**config.mk**
```make
export PLATFORM = sky130hd
export DESIGN_NAME = go_back_n_sender_core
export DESIGN_NICKNAME = d
export VERILOG_FILES = /design/src/hw/rtl/gbn_pkg.sv /design/src/hw/rtl/go_back_n_sender_core.sv
export SDC_FILE = /design/constraint.sdc
export NUM_CORES = 1
export LEC_CHECK = 0
export ABC_AREA = 1
export BUFFER_PORTS_ARGS = -buffer_cell sky130_fd_sc_hd__buf_4
export CAP_MARGIN = 15
export CORE_UTILIZATION = 60
export DETAILED_ROUTE_END_ITERATION = 10
export PLACE_DENSITY = 0.89
export SYNTH_ARGS = -nofsm -noshare
export SYNTH_HDL_FRONTEND = slang
export SYNTH_SLANG_ARGS = --single-unit
```
**constraint.sdc**
```tcl
create_clock -name clk -period 9.8 [get_ports clk]
set_input_delay 0.98 -clock clk [delete_from_list [all_inputs] [get_ports clk]]
set_output_delay 0.98 -clock clk [all_outputs]
set_load 0.01 [all_outputs]
```
**src/hw/rtl/gbn_pkg.sv**
```systemverilog
`default_nettype none

package gbn_pkg;

  localparam int SEQ_W  = 24;
  localparam int OFF_W  = 32;
  localparam int LEN_W  = 17;
  localparam int SIZE_W = 32;

  localparam logic [SEQ_W-1:0] SEQ_MAX = {SEQ_W{1'b1}};

  // Upper bound on send requests per event
  localparam int MAX_OUT = 8;

  typedef enum logic [1:0] {
    OP_START   = 2'd0,
    OP_ACK     = 2'd1,
    OP_NACK    = 2'd2,
    OP_TIMEOUT = 2'd3
  } op_t;

  typedef enum logic {
    KIND_SEND = 1'b0,
    KIND_DONE = 1'b1
  } kind_t;

  typedef enum logic [2:0] {
    ST_IDLE,
    ST_DIVIDE,
    ST_REMAIN,
    ST_DECIDE,
    ST_OFFSET,
    ST_SEND,
    ST_FINISH
  } state_t;

endpackage

`default_nettype wire

```
**src/hw/rtl/go_back_n_sender_core.sv**
```systemverilog
`default_nettype none

// Channel   | Handshake              | Payload
// ----------+------------------------+---------------------------------------------
// input     | in_valid / in_stall    | opcode, ack_seq
// output    | out_valid / out_stall  | kind, seq, byte_offset, length, last
// config    | cfg_valid / cfg_ready  | file_size
//
// Each input transaction runs one at a time. The record count comes from
// file_size / PAYLOAD_BYTES: a reciprocal multiply in DIVIDE, the remainder on
// the shared multiply-by-PAYLOAD_BYTES unit in REMAIN, then a decision in DECIDE.
// An event gives no result, a done result, or n send requests (up to
// min(WINDOW, 8)); before the sends, OFFSET forms the first offset on that unit.
// Output stalls simply hold the SEND/FINISH sequencer; the final result may sit
// in the output register while the next input transaction is accepted.
// rst is synchronous, active high, and clears control state and file_size.

module go_back_n_sender_core #(
  parameter int PAYLOAD_BYTES = 512,
  parameter int WINDOW        = 8
) (
  input  wire logic                         clk,
  input  wire logic                         rst,

  // event input
  input  wire logic                         in_valid,
  output logic                              in_stall,
  input  wire logic [1:0]                   opcode,
  input  wire logic [gbn_pkg::SEQ_W-1:0]    ack_seq,

  // result output
  output logic                              out_valid,
  input  wire logic                         out_stall,
  output logic                              kind,
  output logic [gbn_pkg::SEQ_W-1:0]         seq,
  output logic [gbn_pkg::OFF_W-1:0]         byte_offset,
  output logic [gbn_pkg::LEN_W-1:0]         length,
  output logic                              last,

  // configuration
  input  wire logic                         cfg_valid,
  output logic                              cfg_ready,
  input  wire logic [gbn_pkg::SIZE_W-1:0]   file_size
);

  // Remainder width: remainder is always below PAYLOAD_BYTES
  localparam int RW      = $clog2(PAYLOAD_BYTES);
  localparam int LIM     = (WINDOW < gbn_pkg::MAX_OUT) ? WINDOW : gbn_pkg::MAX_OUT;
  localparam int CNT_W   = $clog2(gbn_pkg::MAX_OUT);
  localparam int PROD_W  = 2 * gbn_pkg::SIZE_W + 1;

  // ceil(2^(32+RW) / PAYLOAD_BYTES): (x * RECIP) >> (32+RW) is exact for 32-bit x
  localparam longint unsigned RECIP_L =
    ((64'd1 << (gbn_pkg::SIZE_W + RW)) + 64'(PAYLOAD_BYTES) - 64'd1) / 64'(PAYLOAD_BYTES);

  localparam logic [gbn_pkg::SIZE_W:0]     RECIP   = (gbn_pkg::SIZE_W+1)'(RECIP_L);
  localparam logic [gbn_pkg::OFF_W-1:0]    PAY_OFF = gbn_pkg::OFF_W'(PAYLOAD_BYTES);
  localparam logic [gbn_pkg::LEN_W-1:0]    PAY_LEN = gbn_pkg::LEN_W'(PAYLOAD_BYTES);
  localparam logic [CNT_W-1:0]             CNT_LAST = CNT_W'(LIM - 1);

  gbn_pkg::state_t state, state_next;

  // configuration register
  logic [gbn_pkg::SIZE_W-1:0] fsize;

  // latched event
  gbn_pkg::op_t              op;
  logic [gbn_pkg::SEQ_W-1:0] ack;

  // window state
  logic                      active;
  logic [gbn_pkg::SEQ_W-1:0] last_acked;
  logic [gbn_pkg::SEQ_W-1:0] last_sent;

  // divider
  logic [gbn_pkg::SIZE_W-1:0] quot;
  logic [RW-1:0]              rem;

  // per-event results of the decision
  logic [gbn_pkg::SEQ_W-1:0] rec_count;
  logic [gbn_pkg::LEN_W-1:0] fin_len;

  // send sequencer
  logic [gbn_pkg::SEQ_W-1:0] cur_seq;
  logic [gbn_pkg::OFF_W-1:0] cur_off;
  logic [CNT_W-1:0]          sent_cnt;

  // handshakes
  logic in_take;
  logic out_free;
  logic cfg_take;

  assign in_take  = in_valid && !in_stall;
  assign out_free = !out_valid || !out_stall;
  assign cfg_take = cfg_valid && cfg_ready;

  // ---------------------------------------------------------------------------
  // Divider: reciprocal multiply for the quotient, then the remainder on the
  // shared multiply-by-PAYLOAD_BYTES unit (also used for the first offset)
  // ---------------------------------------------------------------------------
  logic [PROD_W-1:0]          quot_prod;
  logic [gbn_pkg::SIZE_W-1:0] quot_now;
  logic [gbn_pkg::SIZE_W-1:0] mul_a;
  logic [gbn_pkg::SIZE_W-1:0] mul_prod;
  logic [RW-1:0]              rem_now;

  always_comb begin
    quot_prod = PROD_W'(fsize) * PROD_W'(RECIP);
    quot_now  = gbn_pkg::SIZE_W'(quot_prod >> (gbn_pkg::SIZE_W + RW));
    mul_a     = (state == gbn_pkg::ST_REMAIN) ? quot :
                {{(gbn_pkg::SIZE_W - gbn_pkg::SEQ_W){1'b0}}, last_acked};
    mul_prod  = mul_a * PAY_OFF;
    rem_now   = RW'(fsize - mul_prod);
  end

  // ---------------------------------------------------------------------------
  // Decision: record count from quotient, then window bookkeeping
  // ---------------------------------------------------------------------------
  logic                      cnt_sat;
  logic [gbn_pkg::SEQ_W-1:0] cnt_now;
  logic [gbn_pkg::LEN_W-1:0] fin_len_now;
  logic [gbn_pkg::SEQ_W-1:0] la_new;
  logic                      la_we;
  logic                      dec_send;
  logic                      dec_finish;

  always_comb begin
    // count = q + 1, saturating at the largest sequence number
    cnt_sat     = (quot >= gbn_pkg::SIZE_W'(gbn_pkg::SEQ_MAX));
    cnt_now     = cnt_sat ? gbn_pkg::SEQ_MAX : quot[gbn_pkg::SEQ_W-1:0] + 1'b1;
    // final record: remainder, or a full record when the count saturated
    fin_len_now = cnt_sat ? PAY_LEN : gbn_pkg::LEN_W'(rem);

    la_new     = last_acked;
    la_we      = 1'b0;
    dec_send   = 1'b0;
    dec_finish = 1'b0;

    unique case (op)
      gbn_pkg::OP_START: begin
        la_new   = '0;
        la_we    = 1'b1;
        dec_send = 1'b1;
      end
      gbn_pkg::OP_ACK: begin
        if (active && (ack > last_acked)) begin
          la_new = ack;
          la_we  = 1'b1;
          if (ack >= cnt_now) begin
            dec_finish = 1'b1;
          end else if (ack == last_sent) begin
            dec_send = 1'b1;
          end
        end
      end
      gbn_pkg::OP_NACK: begin
        if (active) begin
          la_new = (ack != '0) ? ack - 1'b1 : '0;
          la_we  = 1'b1;
          if (la_new >= cnt_now) begin
            dec_finish = 1'b1;
          end else begin
            dec_send = 1'b1;
          end
        end
      end
      gbn_pkg::OP_TIMEOUT: begin
        if (active) begin
          if (last_acked >= cnt_now) begin
            dec_finish = 1'b1;
          end else begin
            dec_send = 1'b1;
          end
        end
      end
      default: begin
      end
    endcase
  end

  // current send request is the file's final record (rec_final) or the final one of this event (rec_last)
  logic rec_final;
  logic rec_last;

  assign rec_final = (cur_seq == rec_count);
  assign rec_last  = rec_final || (sent_cnt == CNT_LAST);

  // ---------------------------------------------------------------------------
  // Sequencer
  // ---------------------------------------------------------------------------
  always_ff @(posedge clk) begin
    if (rst) begin
      state <= gbn_pkg::ST_IDLE;
    end else begin
      state <= state_next;
    end
  end

  always_comb begin
    state_next = state;
    in_stall   = 1'b1;
    cfg_ready  = 1'b0;

    unique case (state)
      gbn_pkg::ST_IDLE: begin
        in_stall  = 1'b0;
        cfg_ready = 1'b1;
        if (in_valid) begin
          state_next = gbn_pkg::ST_DIVIDE;
        end
      end
      gbn_pkg::ST_DIVIDE: begin
        state_next = gbn_pkg::ST_REMAIN;
      end
      gbn_pkg::ST_REMAIN: begin
        state_next = gbn_pkg::ST_DECIDE;
      end
      gbn_pkg::ST_DECIDE: begin
        priority if (dec_finish) begin
          state_next = gbn_pkg::ST_FINISH;
        end else if (dec_send) begin
          state_next = gbn_pkg::ST_OFFSET;
        end else begin
          state_next = gbn_pkg::ST_IDLE;
        end
      end
      gbn_pkg::ST_OFFSET: begin
        state_next = gbn_pkg::ST_SEND;
      end
      gbn_pkg::ST_SEND: begin
        if (out_free && rec_last) begin
          state_next = gbn_pkg::ST_IDLE;
        end
      end
      gbn_pkg::ST_FINISH: begin
        if (out_free) begin
          state_next = gbn_pkg::ST_IDLE;
        end
      end
      default: begin
        state_next = gbn_pkg::ST_IDLE;
      end
    endcase
  end

  // ---------------------------------------------------------------------------
  // Control registers
  // ---------------------------------------------------------------------------
  always_ff @(posedge clk) begin
    if (rst) begin
      fsize      <= '0;
      active     <= 1'b0;
      last_acked <= '0;
      last_sent  <= '0;
      sent_cnt   <= '0;
    end else begin
      if (cfg_take) begin
        fsize <= file_size;
      end

      if (state == gbn_pkg::ST_DECIDE) begin
        if (la_we) begin
          last_acked <= la_new;
        end
        if (op == gbn_pkg::OP_START) begin
          active    <= 1'b1;
          last_sent <= '0;
        end
      end

      if (state == gbn_pkg::ST_OFFSET) begin
        sent_cnt <= '0;
      end else if ((state == gbn_pkg::ST_SEND) && out_free) begin
        sent_cnt <= sent_cnt + 1'b1;
        if (rec_last) begin
          last_sent <= cur_seq;
        end
      end

      if ((state == gbn_pkg::ST_FINISH) && out_free) begin
        active <= 1'b0;
      end
    end
  end

  // ---------------------------------------------------------------------------
  // Datapath registers
  // ---------------------------------------------------------------------------
  always_ff @(posedge clk) begin
    if (in_take) begin
      op  <= gbn_pkg::op_t'(opcode);
      ack <= ack_seq;
    end

    if (state == gbn_pkg::ST_DIVIDE) begin
      quot <= quot_now;
    end

    if (state == gbn_pkg::ST_REMAIN) begin
      rem <= rem_now;
    end

    if (state == gbn_pkg::ST_DECIDE) begin
      rec_count <= cnt_now;
      fin_len   <= fin_len_now;
    end

    // first record of the window: offset = last_acked * PAYLOAD_BYTES
    if (state == gbn_pkg::ST_OFFSET) begin
      cur_seq <= last_acked + 1'b1;
      cur_off <= mul_prod;
    end else if ((state == gbn_pkg::ST_SEND) && out_free) begin
      cur_seq <= cur_seq + 1'b1;
      cur_off <= cur_off + PAY_OFF;
    end
  end

  // ---------------------------------------------------------------------------
  // Output register
  // ---------------------------------------------------------------------------
  logic out_load;

  assign out_load = out_free &&
                    ((state == gbn_pkg::ST_SEND) || (state == gbn_pkg::ST_FINISH));

  always_ff @(posedge clk) begin
    if (rst) begin
      out_valid <= 1'b0;
    end else if (out_load) begin
      out_valid <= 1'b1;
    end else if (!out_stall) begin
      out_valid <= 1'b0;
    end
  end

  always_ff @(posedge clk) begin
    if (out_load) begin
      if (state == gbn_pkg::ST_SEND) begin
        kind        <= gbn_pkg::KIND_SEND;
        seq         <= cur_seq;
        byte_offset <= cur_off;
        length      <= rec_final ? fin_len : PAY_LEN;
        last        <= rec_last;
      end else begin
        kind        <= gbn_pkg::KIND_DONE;
        seq         <= '0;
        byte_offset <= '0;
        length      <= '0;
        last        <= 1'b1;
      end
    end
  end

endmodule

`default_nettype wire

```
==> results.sh, run 1 <==
export IMPL_place_area_mm2=0.0170
export IMPL_coreArea_mm2=0.0260
export IMPL_rsz0062_at_grt="no"
export IMPL_first_pass_iters=9
export IMPL_grt_pass1_wl_um=63300
export IMPL_cpMaxStageDelayCell="xor2_1"
export IMPL_ys_flop_type="edfxtp_1"
export IMPL_ioPinCount=141
export IMPL_synth_top_family_by_area="simple AND/OR/NAND/NOR gates"
export IMPL_initial_core_util=0.611
export IMPL_finalPower_mw=3.64
export IMPL_end_kind="flop"
export IMPL_drv_cap=0
export IMPL_relSlewSlack=0.266
export IMPL_ant_nets=0
export IMPL_drcViolationCount=0
export IMPL_cts_root_buf="clkbuf_16"
export IMPL_required_ps=10260
export IMPL_path_clk_slew_ps=70
export IMPL_cts_max_level=1
export IMPL_synth_most_common_cell="nand2_1"
export IMPL_synth_fa_ha_area_frac=0.0843
export IMPL_slew_viol_final=0
export IMPL_area_growth_pct=13.7
export IMPL_dp_slack_ps=6040
export IMPL_setup_viol=0
export IMPL_cts_sinks=285
export IMPL_fin_nets=2146
export IMPL_fp_row_count=59
export IMPL_first_global_vias=12700
export IMPL_setup_tns_ps=0
export IMPL_max_stage_delay_ps=450
export IMPL_die_y_um=165
export IMPL_skew_ps=14.7
export IMPL_drive_gt1_frac=0.118
export IMPL_path_max_fanout=4
export IMPL_p_leak_nw=7.67
export IMPL_fin_area_mm2=0.0181
export IMPL_fillerInstances=1954
export IMPL_async_flop_share=0
export IMPL_yosys_warnings=0
export IMPL_insertedDiodeCount=0
export IMPL_outcome="finished clean"
export IMPL_post_synth_main_area_contributors="edfxtp_1, dfxtp_1, nand2_1"
export IMPL_wirelength_um=39300
export IMPL_fin_ws_ps=5950
export IMPL_cts_tree="done"
export IMPL_p_per_area_mw_per_mm2=202
export IMPL_cp_common_cell="nand3_1"
export IMPL_post_route_min_period_ps=3850
export IMPL_grt_start_max_net_pins=60
export IMPL_post_cts_buffers=0
export IMPL_hold_violations=0
export IMPL_dp_hpwl_um=29600
export IMPL_r2r_start="quot[0]"
export IMPL_fmax_mhz=260
export IMPL_reg2reg_depth=25
export IMPL_synth_mux_area_frac=0
export IMPL_synth_avg_cell_area_um2=8.52
export IMPL_synth_simple_area_share=0.221
export IMPL_worst_pin_slew_ps=1100
export IMPL_postCtsResizedCells=0
export IMPL_hold_end="fin_len[7]"
export IMPL_ctsHoldBuffers=0
export IMPL_antenna_found_initial=0
export IMPL_synth_edf_count=197
export IMPL_wl_per_cell_um=16.8
export IMPL_synth_top_area_share=0.372
export IMPL_gp_congestion=0.941
export IMPL_synth_xor_area_frac=0.0496
export IMPL_holdCritPathClass="reg2reg"
export IMPL_synth_cell_types=49
export IMPL_clk_path_buf_depth=3
export IMPL_cts_buffers=29
export IMPL_first_iter_violations=1261
export IMPL_reg2reg_to="state[1]"
export IMPL_synthCells=1864
export IMPL_hold_path_depth=0
export IMPL_grt_usage=0.299
export IMPL_period_share=0.393
export IMPL_vias=13100
export IMPL_die_w_um=165
export IMPL_worst_r2r_setup_slack_ps=5950
export IMPL_synth_compound_area_frac=0.0838
export IMPL_via_per_inst=5.63
export IMPL_crit_arrival_ps=4310
export IMPL_yosys_area_top_type="edfxtp_1"
export IMPL_portBuffers=124
export IMPL_cp_start_kind="flop"
export IMPL_ys_seq_elements=285
export IMPL_path_class="reg2reg"
export IMPL_synth_cell_area_mm2=0.0159
export IMPL_holdCritStartpoint="rem[7]"
export IMPL_insertion_delay_ps=560
export IMPL_synth_commonest_cells="nand2_1, inv_1, edfxtp_1, nor2_1, a21oi_1"
export IMPL_grt_overflow_total=0
export IMPL_dieArea_mm2=0.0271
export IMPL_vdd_drop_max_mv=0.168
export IMPL_seq_area_frac_synth=0.483
## cell type report
cell class | count | area [um^2] | area share
clock buffer | 30 | 751 | 0.0416
multi-input combinational | 1291 | 7050 | 0.390
timing repair buffer | 132 | 1000 | 0.0556
inverter | 237 | 890 | 0.0493
tap | 335 | 419 | 0.0232
clock inverter | 24 | 268 | 0.0148
sequential | 285 | 7680 | 0.425
## registers in the layout (all words and copies together), names as in the netlist
name / flops
ack: 24
length: 10
op: 2
last: 1
sent_cnt: 3
last_sent: 24
cur_seq: 24
last_acked: 24
fsize: 32
kind: 1
quot: 23
active: 1
fin_len: 9
out_valid: 1
rec_count: 24
seq: 24
rem: 9
state: 3
cur_off: 23
byte_offset: 23
## worst max path at each step
| stage | startpoint | end | slack, ps | cells past startpoint |
|---|---|---|---|---|
| global route | quot[0] | state[1] | 5600 | 25 |
| detailed placement | quot[0] | state[1] | 6040 | 25 |
| finish | quot[0] | state[1] | 5950 | 25 |
| global placement | quot[0] | state[1] | 6270 | 25 |
| floorplan | out_stall | byte_offset[10] | 5270 | 3 |
| CTS | quot[0] | state[1] | 6050 | 25 |
## power breakdown
| part | switching (mW) | leakage, nW | internal, mW |
|---|---|---|---|
| Sequential | 0.117 | 2.52 | 1.47 |
| Combinational | 0.577 | 4.66 | 0.304 |
| Clock | 0.498 | 0.485 | 0.673 |
| Total | 1.19 | 7.67 | 2.45 |
## cells in the final DEF (no fill, tap or decap), types with 2 or more instances in the layout
cell | netlist | routed
or2_2 | 5 | 5
nor4_1 | 5 | 5
nor2_4 | 5 | 5
o21ai_0 | 67 | 67
xor2_1 | 42 | 42
dfxtp_1 | 88 | 88
ha_1 | 107 | 107
edfxtp_1 | 197 | 197
clkinv_2 | 0 | 4
clkinvlp_4 | 0 | 6
inv_2 | 9 | 9
a21oi_1 | 134 | 133
inv_1 | 228 | 228
a31oi_1 | 2 | 2
nand2_2 | 5 | 6
o21ai_1 | 11 | 11
inv_6 | 0 | 4
o21ai_2 | 10 | 10
nor2_2 | 4 | 7
nand2_1 | 454 | 453
o22ai_1 | 4 | 4
clkinv_4 | 0 | 3
xnor2_1 | 48 | 48
clkbuf_16 | 0 | 30
o21bai_1 | 3 | 3
nor3_4 | 1 | 2
nor3_1 | 26 | 26
bufinv_16 | 0 | 4
nor2_1 | 191 | 188
conb_1 | 1 | 16
a21o_1 | 7 | 7
nand4_1 | 30 | 30
buf_4 | 16 | 131
and2_1 | 3 | 3
nand3_1 | 91 | 91
o21a_1 | 4 | 4
## critical path, delay by kind of cell, from the launching register on
family | cells | cell delay [ps]
simple gates | 18 | 2180
fa+ha+maj | 2 | 520
xor+xnor | 1 | 450
flops | 1 | 360
buf+inv | 3 | 210
compound gates | 1 | 40
## per-layer routing
metal,routed length [um],GRT usage,vias up,share of wire
met5,0,0,-,0
li1,-,-,6331,-
met2,18100,0.488,667,0.46
met3,3660,0.0477,113,0.093
met1,15800,0.392,6034,0.40
met4,1720,0.131,0,0.044
## cells by family after synthesis
kind of cell,Yosys count
simple gates,831
buf+inv,303
flops,285
compound gates,247
fa+ha+maj,107
xor+xnor,90
other cells,1
## metrics by stage
stage	util	cells	hold WS, ps
after floorplan	-	1879	400
after global placement	0.655	2279	403
after detailed placement	0.655	2279	405
after CTS	0.694	2333	419
after global routing	0.695	2334	425
final	0.695	2334	418
Note: power is estimated with default switching activity, not from simulation.
==> run 2, diff against run 1 <==
--- a/config.mk
+++ b/config.mk
@@ -8,9 +8,9 @@
 export ABC_AREA = 1
 export BUFFER_PORTS_ARGS = -buffer_cell sky130_fd_sc_hd__buf_4
 export CAP_MARGIN = 15
-export CORE_UTILIZATION = 60
+export CORE_UTILIZATION = 55
 export DETAILED_ROUTE_END_ITERATION = 10
-export PLACE_DENSITY = 0.89
+export PLACE_DENSITY = 0.86
 export SYNTH_ARGS = -nofsm -noshare
 export SYNTH_HDL_FRONTEND = slang
 export SYNTH_SLANG_ARGS = --single-unit
==> constraint.sdc (replaced) <==
create_clock -name clk -period 3.1 [get_ports clk]
set_input_delay 0.31 -clock clk [delete_from_list [all_inputs] [get_ports clk]]
set_output_delay 0.31 -clock clk [all_outputs]
set_load 0.01 [all_outputs]
==> run 2 against run 1 <==
Against the previous run: the run now ends with negative setup slack left; highest routed layer unchanged; flip-flop and latch count unchanged; critical endpoint is now state[2]; global-route usage down 1.6 points; non-clock buffer count up 130; power rose to 3.2 times the previous value; utilization down 0.76 points; critical path depth unchanged; sequential power rose to 3.1 times the previous value; first-iteration DRC count down 16%; fmax up 16%; routed wire length up 3.4%.
==> results.sh, run 2 (synthesis results as in run 1) <==
export IMPL_cts_max_level=1
export IMPL_p_per_area_mw_per_mm2=605
export IMPL_rsz0062_at_grt="yes"
export IMPL_grt_pass1_wl_um=65000
export IMPL_die_w_um=172
export IMPL_path_clk_slew_ps=70
export IMPL_period_share=1.07
export IMPL_dp_hpwl_um=30200
export IMPL_outcome="complete, but fails checks"
export IMPL_utilization=0.687
export IMPL_layout_common_cells="nand2_1, inv_1, buf_4, edfxtp_1, nor2_1"
export IMPL_via_per_inst=5.33
export IMPL_gp_congestion=0.917
export IMPL_area_growth_pct=21.5
export IMPL_cts_tree="done"
export IMPL_clk_path_buf_depth=3
export IMPL_portBuffers=124
export IMPL_ioPinCount=141
export IMPL_largest_reg_flops=32
export IMPL_slew_viol_final=0
export IMPL_p_leak_nw=8.27
export IMPL_grt_overflow_total=0
export IMPL_post_route_min_period_ps=3330
export IMPL_hold_violations=0
export IMPL_top_register="fsize"
export IMPL_grt_usage=0.282
export IMPL_dp_slack_ps=-313
export IMPL_violations="negative setup slack"
export IMPL_dieArea_mm2=0.0296
export IMPL_cts_sinks=285
export IMPL_antenna_found_initial=0
export IMPL_die_y_um=172
export IMPL_drive_gt1_frac=0.166
export IMPL_crit_arrival_ps=3830
export IMPL_coreArea_mm2=0.0281
export IMPL_fin_nets=2276
export IMPL_worst_pin_slew_ps=879
export IMPL_vias=13400
export IMPL_ant_nets=0
export IMPL_end_kind="flop"
export IMPL_fmax_mhz=300
export IMPL_cp_start_kind="flop"
export IMPL_cts_root_buf="clkbuf_16"
export IMPL_setup_viol=2
export IMPL_cts_buffers=29
export IMPL_holdCritPathClass="in2reg"
export IMPL_wirelength_um=40700
export IMPL_grt_start_max_net_pins=60
export IMPL_insertedDiodeCount=0
export IMPL_skew_ps=17.8
export IMPL_relSlewSlack=0.412
export IMPL_first_pass_iters=7
export IMPL_required_ps=3600
export IMPL_fin_ws_ps=-228
export IMPL_mostFrequentLayoutCell="nand2_1"
export IMPL_fp_row_count=61
export IMPL_drcViolationCount=0
export IMPL_wl_per_cell_um=16.2
export IMPL_worst_r2r_setup_slack_ps=-230
export IMPL_drv_cap=0
export IMPL_first_global_vias=13000
export IMPL_initial_core_util=0.566
export IMPL_insertion_delay_ps=580
export IMPL_path_max_fanout=4
export IMPL_path_class="reg2reg"
export IMPL_first_iter_violations=1062
export IMPL_vdd_drop_max_mv=0.591
-- run 2: cell types whose count changed in the layout (fill, tap and decap cells not counted), sizes merged --
| cell | delta |
|---|---|
| bufinv | -1 |
| buf | +96 |
| clkinv | +3 |
| dlygate4sd3 | +34 |
| clkbuf | +7 |
| inv | -3 |
| clkinvlp | -6 |
-- run 2: worst paths after layout --
check	from	to	depth (start not counted)
max	quot[1]	state[2]	25
min	file_size[0]	fsize[0]	3
min reg2reg	rem[3]	fin_len[3]	0
max reg2reg	quot[1]	state[2]	25
-- run 2: worst max-delay path: stages (launching register included) --
cell	delay, ps
edfxtp_1	360
ha_2	200
nand3_2	110
nor2_4	130
nand2_2	80
nor2_4	120
nand3_2	100
nor2_4	150
inv_2	60
nor3_4	180
nand2_2	110
nor2_4	180
xor2_4	90
buf_12	150
ha_4	250
nand2_1	50
inv_1	70
nand4_1	100
nor2_1	120
nand2_1	60
nand4_1	80
nand3_2	80
buf_4	140
nand3_1	70
nand2_1	70
a21oi_2	150
-- run 2: report_power, final --
group | internal (mW) | switching [mW]
clock | 2.00 | 1.52
sequential | 4.66 | 0.276
combinational | 1.21 | 2.01
total | 7.87 | 3.81
-- run 2: per-stage QoR --
step / TNS (ps) / cell area (um^2) / hold WS [ps] / power [mW] / instances
after floorplan: 0 / 16000 / 400 / 6.97 / 1879
final: -402 / 19300 / 22.9 / 11.7 / 2507
after global placement: -469 / 17800 / 403 / 7.93 / 2416
after global routing: -1010 / 19300 / 18.4 / 12.3 / 2507
after CTS: -323 / 19200 / 2.69 / 11.6 / 2506
after detailed placement: -612 / 17800 / 405 / 8.07 / 2416
-- run 2: per-layer routing --
layer / global-route usage / part of all wire / vias to the layer above
met3: 0.0279 / 0.061 / 87
met5: 0 / 0 / -
met2: 0.494 / 0.48 / 517
met4: 0.101 / 0.037 / 0
li1: - / - / 6584
met1: 0.363 / 0.42 / 6180
-- run 2: area by class of cell --
cell class,count,area (um^2)
timing repair buffer,262,2090
inverter,237,890
multi-input combinational,1291,7230
tap,378,473
sequential,285,7680
clock buffer,37,756
clock inverter,17,191
fill,2141,8780
-- run 2: what timing repair did --
action	in CTS	in global routing
setup buffers	3	1
hold buffers	34	0
pin swaps	3	19
gates cloned	0	0
hold endpoints to repair	34	0
gates resized for setup	12	27
endpoints found under the setup margin	2	2
==> run 3, diff against run 2 <==
--- a/config.mk
+++ b/config.mk
@@ -8,9 +8,11 @@
 export ABC_AREA = 1
 export BUFFER_PORTS_ARGS = -buffer_cell sky130_fd_sc_hd__buf_4
 export CAP_MARGIN = 15
+export CORE_ASPECT_RATIO = 1.5
 export CORE_UTILIZATION = 55
 export DETAILED_ROUTE_END_ITERATION = 10
 export PLACE_DENSITY = 0.86
+export REMOVE_ABC_BUFFERS = 1
 export SYNTH_ARGS = -nofsm -noshare
 export SYNTH_HDL_FRONTEND = slang
 export SYNTH_SLANG_ARGS = --single-unit
==> run 3 against run 2 <==
Against the previous run: the flow still finishes with violations (negative setup slack); worst hold slack gained 8.0 ps; global-route usage grew 0.71 points; sequential share of layout area shrank 0.37 points; power is essentially flat; clock skew is essentially flat; utilization grew 0.49 points; clock power shrank 2%; critical path depth shrank 2; clock-buffer cell count shrank 5; flip-flop and latch count is the same; non-clock buffer count grew 19; critical path type unchanged; critical endpoint is now state[1]; largest cell class unchanged; largest power group unchanged.
==> results.sh, run 3 (synthesis results as in run 1) <==
export IMPL_fp_row_count=75
export IMPL_seq_area_mm2=0.00768
export IMPL_finalPower_mw=11.7
export IMPL_drive_gt1_frac=0.189
export IMPL_first_iter_violations=978
export IMPL_worst_pin_slew_ps=917
export IMPL_gp_congestion=0.935
export IMPL_vias=13500
export IMPL_mostFrequentLayoutCell="nand2_1"
export IMPL_crit_chain="inv_1, nor2_2, nand4_1, nor2_2, buf_4, buf_4, xor2_1, inv_1, ha_1, nand2_1, inv_1, nand2_1, nand2_1, nor2_1, nand3_2, nand2_1, nand2_1, nand3_2, nand2_2, nand3_1, nand3_1, nand2_1, inv_1"
export IMPL_fin_ws_ps=-209
export IMPL_cp_common_cell="nand2_1"
export IMPL_use_met1=0.317
export IMPL_coreArea_mm2=0.0282
export IMPL_fillerInstances=2139
export IMPL_top_register="fsize"
export IMPL_cp_start_kind="flop"
export IMPL_clk_path_buf_depth=3
export IMPL_path_clk_slew_ps=70
export IMPL_p_leak_nw=8.38
export IMPL_relSlewSlack=0.387
export IMPL_grt_pass1_wl_um=66800
export IMPL_dieArea_mm2=0.0296
export IMPL_crit_arrival_ps=3750
export IMPL_portBuffers=124
export IMPL_first_pass_iters=6
export IMPL_wirelength_um=42200
export IMPL_period_share=1.07
export IMPL_max_stage_delay_ps=400
export IMPL_vdd_drop_max_mv=0.499
export IMPL_fmax_mhz=302
export IMPL_layout_common_cells="nand2_1, buf_4, inv_1, edfxtp_1, nor2_1"
export IMPL_violations="negative setup slack"
export IMPL_drv_cap=0
export IMPL_holdWs_ps=30.9
export IMPL_first_global_vias=13500
export IMPL_setup_viol=2
export IMPL_grt_overflow_total=0
export IMPL_dp_hpwl_um=31600
export IMPL_path_class="reg2reg"
export IMPL_antenna_found_initial=0
export IMPL_cts_max_level=1
export IMPL_slew_viol_final=0
export IMPL_fin_nets=2292
export IMPL_skew_ps=18.0
export IMPL_cpMaxStageDelayCell="edfxtp_1"
export IMPL_path_max_fanout=3
export IMPL_crit_family="simple AND/OR/NAND/NOR gates"
export IMPL_die_y_um=210
export IMPL_ant_nets=0
export IMPL_largest_reg_flops=32
export IMPL_cts_sinks=285
export IMPL_post_route_min_period_ps=3310
export IMPL_hold_violations=0
export IMPL_multiInputGateArea_mm2=0.00734
export IMPL_cts_root_buf="clkbuf_16"
export IMPL_holdCritPathClass="in2reg"
export IMPL_wl_per_cell_um=16.9
export IMPL_use_met2=0.541
export IMPL_grt_start_max_net_pins=60
export IMPL_grt_usage=0.289
export IMPL_p_per_area_mw_per_mm2=599
export IMPL_rsz0062_at_grt="yes"
export IMPL_initial_core_util=0.564
export IMPL_cts_buffers=26
export IMPL_insertion_delay_ps=560
export IMPL_area_growth_pct=22.7
export IMPL_outcome="complete, but fails checks"
export IMPL_required_ps=3540
export IMPL_die_w_um=141
export IMPL_via_per_inst=5.43
export IMPL_cts_tree="done"
export IMPL_insertedDiodeCount=0
export IMPL_path_buf_inv=6
export IMPL_ioPinCount=141
export IMPL_top_usage_layer="met2"
export IMPL_drcViolationCount=0
export IMPL_met3_usage=0.0259
export IMPL_end_kind="flop"
==> run 3: changes by cell type in the layout (fill, tap and decap cells not counted), sizes merged <==
cell and change:
bufinv +1, buf +27, clkinv -2, dlygate4sd3 -8, clkbuf -5
==> run 3: final timing paths <==
check,cells past startpoint,to,start,slack [ps]
max,23,state[1],quot[0],-210
min,3,fsize[20],file_size[20],30
max reg2reg,23,state[1],quot[0],-210
min reg2reg,0,fin_len[1],rem[1],420
==> run 3: timing repair <==
item,in CTS,in global routing
gates resized for setup,17,53
hold buffers,26,0
cloned,0,0
endpoints found under the setup margin,2,2
endpoints found under the hold margin,26,0
buffers inserted,15,9
pin swaps,22,28
==> run 3: worst reg2reg max path: cells and delay by family, from the launching register on <==
kind / cells / cell delay (ps)
and+or+nand+nor: 15 / 1600
xor gates and xnor gates: 1 / 300
adders and majority gates: 1 / 320
DFF: 1 / 400
buffers and inverters: 6 / 580
==> run 3: metrics by stage <==
step	setup WS [ps]	instances	setup TNS (ps)	area (um^2)	utilization
after floorplan	-1360	1813	-106220	15600	-
after global placement	-267	2392	-388	17900	0.635
after CTS	-192	2480	-313	19200	0.682
after global routing	-397	2488	-677	19500	0.692
final	-209	2488	-299	19500	0.692
after detailed placement	-290	2392	-514	17900	0.635
==> run 3: layout make-up <==
class | count | area share
repair buffers | 281 | 0.115
multi-input cells | 1291 | 0.377
clock buffers | 32 | 0.0367
clock inverters | 16 | 0.00982
flip-flops and latches | 285 | 0.394
well taps | 346 | 0.0222
inverters | 237 | 0.0456
==> run 3: where the power goes <==
| group | internal (mW) | switching [mW] |
|---|---|---|
| Combinational | 1.26 | 2.06 |
| Sequential | 4.65 | 0.265 |
| Clock | 1.98 | 1.46 |
| Total | 7.89 | 3.79 |
==> run 3: layer usage <==
layer,part of all wire,vias to the layer above
li1,-,6614
met1,0.38,6345
met5,0,-
met4,0.056,0
met3,0.039,129
met2,0.53,412
